[src/sv/rectangle_canvas_painter_defines.svh]
// assertion helpers for the painter rtl
`ifndef RECTANGLE_CANVAS_PAINTER_DEFINES_SVH
`define RECTANGLE_CANVAS_PAINTER_DEFINES_SVH

// same-cycle implication, checked while out of reset
`define RCP_ASSERT_IMP(lbl, clk, rst_n, ante, cons) \
    lbl: assert property (@(posedge clk) disable iff (!(rst_n)) (ante) |-> (cons)) \
        else $error("rectangle canvas painter check failed");

// next-cycle implication, checked while out of reset
`define RCP_ASSERT_NXT(lbl, clk, rst_n, ante, cons) \
    lbl: assert property (@(posedge clk) disable iff (!(rst_n)) (ante) |=> (cons)) \
        else $error("rectangle canvas painter check failed");

`endif

[src/sv/rcp_pkg.sv]
package rcp_pkg;

    localparam int MAX_SIDE  = 512;
    localparam int FRAC_BITS = 8;
    localparam int SIDE_W    = $clog2(MAX_SIDE);
    localparam int SIZE_W    = 10;
    localparam int ADDR_W    = 2 * SIDE_W;
    localparam int DEPTH     = MAX_SIDE * MAX_SIDE;
    localparam int CHAR_W    = 8;
    localparam int COORD_W   = 19;
    localparam int BOUND_W   = COORD_W + 2;
    localparam int CMD_W     = 2;
    localparam int STATUS_W  = 2;
    localparam int CFG_IDX_W = 2;

    // input tdata layout, lowest bit first
    localparam int X_LSB      = 0;
    localparam int Y_LSB      = X_LSB + COORD_W;
    localparam int W_LSB      = Y_LSB + COORD_W;
    localparam int H_LSB      = W_LSB + COORD_W;
    localparam int SHAPE_LSB  = H_LSB + COORD_W;
    localparam int PAINT_LSB  = SHAPE_LSB + CHAR_W;
    localparam int COL_LSB    = PAINT_LSB + CHAR_W;
    localparam int ROW_LSB    = COL_LSB + SIDE_W;
    localparam int S_FIELDS_W = ROW_LSB + SIDE_W;
    localparam int S_TDATA_W  = ((S_FIELDS_W + 7) / 8) * 8;

    localparam logic [CHAR_W-1:0] SHAPE_FILLED  = 8'h52;
    localparam logic [CHAR_W-1:0] SHAPE_OUTLINE = 8'h72;

    localparam logic [SIZE_W-1:0] SIDE_MAX_VAL  = SIZE_W'(MAX_SIDE);
    localparam logic [SIZE_W-1:0] WIDTH_RESET   = SIZE_W'(MAX_SIDE);
    localparam logic [SIZE_W-1:0] HEIGHT_RESET  = SIZE_W'(MAX_SIDE);
    localparam logic [CHAR_W-1:0] BG_RESET      = 8'd32;
    localparam logic signed [BOUND_W-1:0] ONE_FIX = BOUND_W'(1 << FRAC_BITS);

    typedef enum logic [CMD_W-1:0] {
        CMD_CLEAR  = 2'd0,
        CMD_DRAW   = 2'd1,
        CMD_READ   = 2'd2,
        CMD_UNUSED = 2'd3
    } cmd_t;

    typedef enum logic [STATUS_W-1:0] {
        STATUS_OK      = 2'd0,
        STATUS_REJECT  = 2'd1,
        STATUS_OUTSIDE = 2'd2,
        STATUS_SPARE   = 2'd3
    } status_t;

    typedef enum logic [CFG_IDX_W-1:0] {
        CFG_WIDTH  = 2'd0,
        CFG_HEIGHT = 2'd1,
        CFG_BG     = 2'd2,
        CFG_NONE   = 2'd3
    } cfg_idx_t;

    typedef enum logic [4:0] {
        ST_IDLE  = 5'b00001,
        ST_CLEAR = 5'b00010,
        ST_DRAW  = 5'b00100,
        ST_READ  = 5'b01000,
        ST_POST  = 5'b10000
    } state_t;

    // rectangle edges in fixed point, latched whenever a command is taken
    typedef struct packed {
        logic signed [BOUND_W-1:0] x_lo;
        logic signed [BOUND_W-1:0] x_lo_in;
        logic signed [BOUND_W-1:0] x_hi_in;
        logic signed [BOUND_W-1:0] x_hi;
        logic signed [BOUND_W-1:0] y_lo;
        logic signed [BOUND_W-1:0] y_lo_in;
        logic signed [BOUND_W-1:0] y_hi_in;
        logic signed [BOUND_W-1:0] y_hi;
        logic                      filled;
    } rect_bounds_t;

endpackage

[src/sv/rcp_cover.sv]
module rcp_cover (
    input  rcp_pkg::rect_bounds_t          bounds,
    input  logic [rcp_pkg::SIDE_W-1:0]     col,
    input  logic [rcp_pkg::SIDE_W-1:0]     row,
    output logic                           hit
);

    localparam int PAD_W = rcp_pkg::BOUND_W - rcp_pkg::SIDE_W - rcp_pkg::FRAC_BITS;

    logic signed [rcp_pkg::BOUND_W-1:0] px;
    logic signed [rcp_pkg::BOUND_W-1:0] py;
    logic in_x, in_y, edge_x, edge_y;

    assign px = $signed({{PAD_W{1'b0}}, col, {rcp_pkg::FRAC_BITS{1'b0}}});
    assign py = $signed({{PAD_W{1'b0}}, row, {rcp_pkg::FRAC_BITS{1'b0}}});

    assign in_x   = (px >= $signed(bounds.x_lo)) && (px <= $signed(bounds.x_hi));
    assign in_y   = (py >= $signed(bounds.y_lo)) && (py <= $signed(bounds.y_hi));
    // closer than one pixel to any edge
    assign edge_x = (px < $signed(bounds.x_lo_in)) || (px > $signed(bounds.x_hi_in));
    assign edge_y = (py < $signed(bounds.y_lo_in)) || (py > $signed(bounds.y_hi_in));

    assign hit = in_x && in_y && (edge_x || edge_y || bounds.filled);

endmodule

[config.mk]
export PLATFORM = sky130hd
export DESIGN_NAME = rcp_cover
export DESIGN_NICKNAME = d
export VERILOG_FILES = /design/src/sv/rectangle_canvas_painter_defines.svh /design/src/sv/rcp_pkg.sv /design/src/sv/rcp_cover.sv
export SDC_FILE = /design/constraint.sdc
export NUM_CORES = 1
export LEC_CHECK = 0
export ABC_CLOCK_PERIOD_IN_PS = 2400
export BUFFER_PORTS_ARGS = -buffer_cell sky130_fd_sc_hd__buf_2
export CAP_MARGIN = 20
export CORE_MARGIN = 5
export CORE_UTILIZATION = 30
export DETAILED_ROUTE_END_ITERATION = 8
export PLACE_DENSITY = 0.7
export SLEW_MARGIN = 20
export SYNTH_ARGS = -nofsm -noshare
export SYNTH_HDL_FRONTEND = slang
export SYNTH_SLANG_ARGS = --single-unit
[constraint.sdc]
create_clock -name vclk -period 2.4
set_input_delay 0.48 -clock vclk [all_inputs]
set_output_delay 0.48 -clock vclk [all_outputs]
set_load 0.03 [all_outputs]
==> impl_metrics.prom <==
# TYPE chip_impl_metric gauge
chip_impl_metric{name="power_frac_comb",unit=""} 1.000
chip_impl_metric{name="synthDominantCellAreaShare",unit=""} 0.436
chip_impl_metric{name="detailedPlacementHpwl",unit="um"} 7590
chip_impl_info{name="worstSetupStartpoint",value="bounds[114]"} 1
chip_impl_metric{name="critPathBufInv",unit=""} 3
chip_impl_metric{name="yosys.cell_types.count",unit=""} 37
chip_impl_info{name="hold_class",value="input port to primary output"} 1
chip_impl_metric{name="route.detailed.vias_per_inst",unit=""} 4.88
chip_impl_metric{name="final_setup_violation_count",unit=""} 1
chip_impl_metric{name="maxSlewHeadroom",unit=""} 0.749
chip_impl_metric{name="fp.dieArea",unit="mm^2"} 0.00865
chip_impl_info{name="kind_of_capture_point_of_the_worst_setup_path",value="primary output"} 1
chip_impl_info{name="synthTopCellsByArea",value="ha_1, inv_1, a21o_1, a21oi_1, nand4_1"} 1
chip_impl_metric{name="irDropWorstVdd",unit="uV"} 61.3
chip_impl_metric{name="grt_antenna_before_repair",unit=""} 0
chip_impl_metric{name="synth-seq-area-share",unit=""} 0
chip_impl_metric{name="die_h",unit="um"} 93.0
chip_impl_metric{name="global_route_wire_length_before_repair",unit="um"} 12600
chip_impl_metric{name="std_cell_rows",unit=""} 30
chip_impl_metric{name="power_switching_share",unit=""} 0.458
chip_impl_metric{name="drtPass1Iterations",unit=""} 4
chip_impl_metric{name="number_of_warnings_reported_in_the_yosys_synthesis_log",unit=""} 0
chip_impl_metric{name="vias",unit=""} 2812
chip_impl_metric{name="wirelength",unit="um"} 8010
chip_impl_metric{name="worst-slew-pin-transition",unit="ns"} 0.367
chip_impl_metric{name="required",unit="ns"} 1.92
chip_impl_metric{name="grt-ovfl-total",unit=""} 0
chip_impl_metric{name="cellLeakagePower",unit="nW"} 2.11
chip_impl_metric{name="hold_viol",unit=""} 0
chip_impl_metric{name="flip_flop_and_latch_area",unit="um^2"} 0
chip_impl_metric{name="maximum_achievable_frequency",unit="MHz"} 362
chip_impl_metric{name="cell_internal_pwr",unit="W"} 0.000268
chip_impl_metric{name="syn_area",unit="mm^2"} 0.00207
chip_impl_metric{name="sequential_cell_total",unit=""} 0
chip_impl_metric{name="post_synth.cell_area_avg",unit="um^2"} 7.15
chip_impl_metric{name="grt_util_all_layers",unit=""} 0.173
chip_impl_metric{name="post-place-cells",unit=""} 576
chip_impl_metric{name="critical_path.max_stage_delay",unit="ns"} 0.47
chip_impl_info{name="crit_slowest_cell",value="or4b_4"} 1
chip_impl_metric{name="drt.antenna.violating_nets",unit=""} 0
chip_impl_metric{name="area_growth",unit="%"} 61.7
chip_impl_metric{name="core",unit="mm^2"} 0.00676
chip_impl_info{name="ordered_cell_list_for_the_critical_path",value="buf_6 > inv_4 > ha_4 > or4b_4 > nor3_4 > and4b_1 > o41ai_2 > a22oi_2 > a211oi_4 > buf_6"} 1
chip_impl_info{name="yosysTopAreaCell",value="ha_1"} 1
chip_impl_metric{name="design.final.nets",unit=""} 757
chip_impl_metric{name="syn_nets",unit=""} 548
chip_impl_metric{name="wl_per_cell",unit="um"} 13.9
chip_impl_info{name="grt_setup_unrepaired",value="true"} 1
chip_impl_metric{name="drive_gt1_frac",unit=""} 0.446
chip_impl_metric{name="floorplan.io_pins",unit=""} 188
chip_impl_metric{name="post_cts_buffers",unit=""} 0
chip_impl_metric{name="portBuffers",unit=""} 188
chip_impl_metric{name="first_global_vias",unit=""} 2882
chip_impl_info{name="cpMostUsedCell",value="buf_6"} 1
chip_impl_metric{name="die_w",unit="um"} 93.0
chip_impl_info{name="yosys-top-cells-count",value="inv_1, ha_1, a21oi_1"} 1
chip_impl_info{name="start_kind",value="input port"} 1
chip_impl_metric{name="period_minus_slack",unit="ns"} 2.76
chip_impl_info{name="result_of_the_run",value="finished, violations left"} 1
chip_impl_metric{name="power.clock.fraction",unit=""} 0
chip_impl_metric{name="post-route-worst-setup-slack",unit="ns"} -0.360
chip_impl_info{name="post-synth-top-count-cell",value="inv_1"} 1
chip_impl_metric{name="drt_drc_violations_left",unit=""} 0
chip_impl_info{name="worst_setup_path_endpoint",value="hit"} 1
chip_impl_metric{name="slew_viol_final",unit=""} 0
chip_impl_info{name="critical_path_class",value="input port to primary output"} 1
chip_impl_metric{name="netlist_instances",unit=""} 289
chip_impl_metric{name="fin_cells",unit=""} 576
chip_impl_metric{name="initial_core_util",unit=""} 0.306
chip_impl_metric{name="maximum_number_of_pins_on_one_net_before_global_route_repair",unit=""} 5
chip_impl_metric{name="diodes",unit=""} 0
chip_impl_metric{name="gp_congestion",unit=""} 0.899
chip_impl_metric{name="cp_data_arrival_time",unit="ns"} 2.28
chip_impl_metric{name="net-switching-power",unit="W"} 0.000226
chip_impl_metric{name="layout.clock_buffers",unit=""} 0
chip_impl_metric{name="first_iter_violations",unit=""} 37
chip_impl_metric{name="final.period_utilization",unit=""} 1.15
chip_impl_info{name="failing_checks",value="setup timing"} 1
chip_impl_metric{name="cap_viol_max_count",unit=""} 0
chip_impl_metric{name="setup-tns-final",unit="ns"} -0.360
chip_impl_info{name="critical-path-top-delay-family",value="simple AND/OR/NAND/NOR gates"} 1
chip_impl_metric{name="seqPwrFrac",unit=""} 0
chip_impl_metric{name="power_per_cell_area",unit="mW/mm^2"} 148
chip_impl_metric{name="critical_path_peak_fanout",unit=""} 1
chip_impl_metric{name="path_depth",unit=""} 10
chip_impl_metric{name="smallest_hold_slack",unit="ns"} 1.35
logic make-up after synthesis:
group                      synth area share
and+or+nand+nor                       0.196
buffers and inverters                 0.140
AOI/OAI and AO/OA                     0.228
adders and majority gates             0.436
per-layer routing:
| layer | up-vias | share of wire | global-route usage | wire length (um) |
|---|---|---|---|---|
| li1 | 1467 | - | - | - |
| met1 | 1257 | 0.42 | 0.223 | 3360 |
| met2 | 80 | 0.52 | 0.326 | 4150 |
| met3 | 8 | 0.049 | 0.0105 | 396 |
| met4 | 0 | 0.013 | 0.0171 | 105 |
| met5 | - | 0 | 0 | 0 |
cell usage in the layout, fill, tap and decap left out, types with 2 or more instances in the layout:
master    count
ha_4          2
nor2b_1       2
a211o_1       2
and4_1        2
a21oi_1      18
ha_1         70
o21ai_0       6
inv_1        76
o211ai_1      3
nand3_1       3
nor3_1        9
buf_6         3
a41oi_1       4
o21a_1        2
a221oi_1      2
nand2_1      10
nand4_1      12
a21o_1       14
buf_2       185
nor2_1       15
buf_4        19
a211oi_1      4
nor4_1        9
power groups by stage:
stage	Clock (W)	Sequential, W	Combinational [W]
after global placement	0	0	0.000459
after floorplan	0	0	0.000222
after global routing	0	0	0.000566
final	0	0	0.000495
after CTS	0	0	0.000484
after detailed placement	0	0	0.000478
worst min path at each step:
| stage | from | to | slack [ns] | cells after the start |
|---|---|---|---|---|
| 2_1_floorplan | bounds[21] | hit | 1.13 | 2 |
| 3_3_place_gp | bounds[21] | hit | 1.41 | 4 |
| 3_5_place_dp | bounds[21] | hit | 1.41 | 4 |
| 4_1_cts | bounds[21] | hit | 1.37 | 4 |
| 5_1_grt | bounds[147] | hit | 1.38 | 4 |
| 6_report | bounds[21] | hit | 1.35 | 4 |
stage by stage:
step | total power, W | setup slack [ns] | cell area (um^2) | utilization
detailed placement | 0.000478 | -0.494 | 3260 | 0.482
global placement | 0.000459 | -0.432 | 3260 | 0.482
global route | 0.000566 | -0.441 | 3340 | 0.494
finish | 0.000495 | -0.360 | 3340 | 0.494
floorplan | 0.000222 | -0.140 | 2070 | -
CTS | 0.000484 | -0.385 | 3270 | 0.484
cell type report:
type               instances  area (um^2)
repair buffers           207         1100
multi-input cells        212         1850
well taps                 80          100
inverters                 77          292
fillers                  688         3420
tightest hold or removal path: cells and delay by family:
kind | cells | cell delay [ns]
AOI/OAI and AO/OA | 2 | 0.18
buffers and inverters | 2 | 0.21
repair_timing:
item	4_1_cts	5_1_grt
gates resized for setup	4	12
hold buffers	0	0
pin swaps	1	7
setup endpoints to repair	1	1
(Power assumes the default switching activity.)
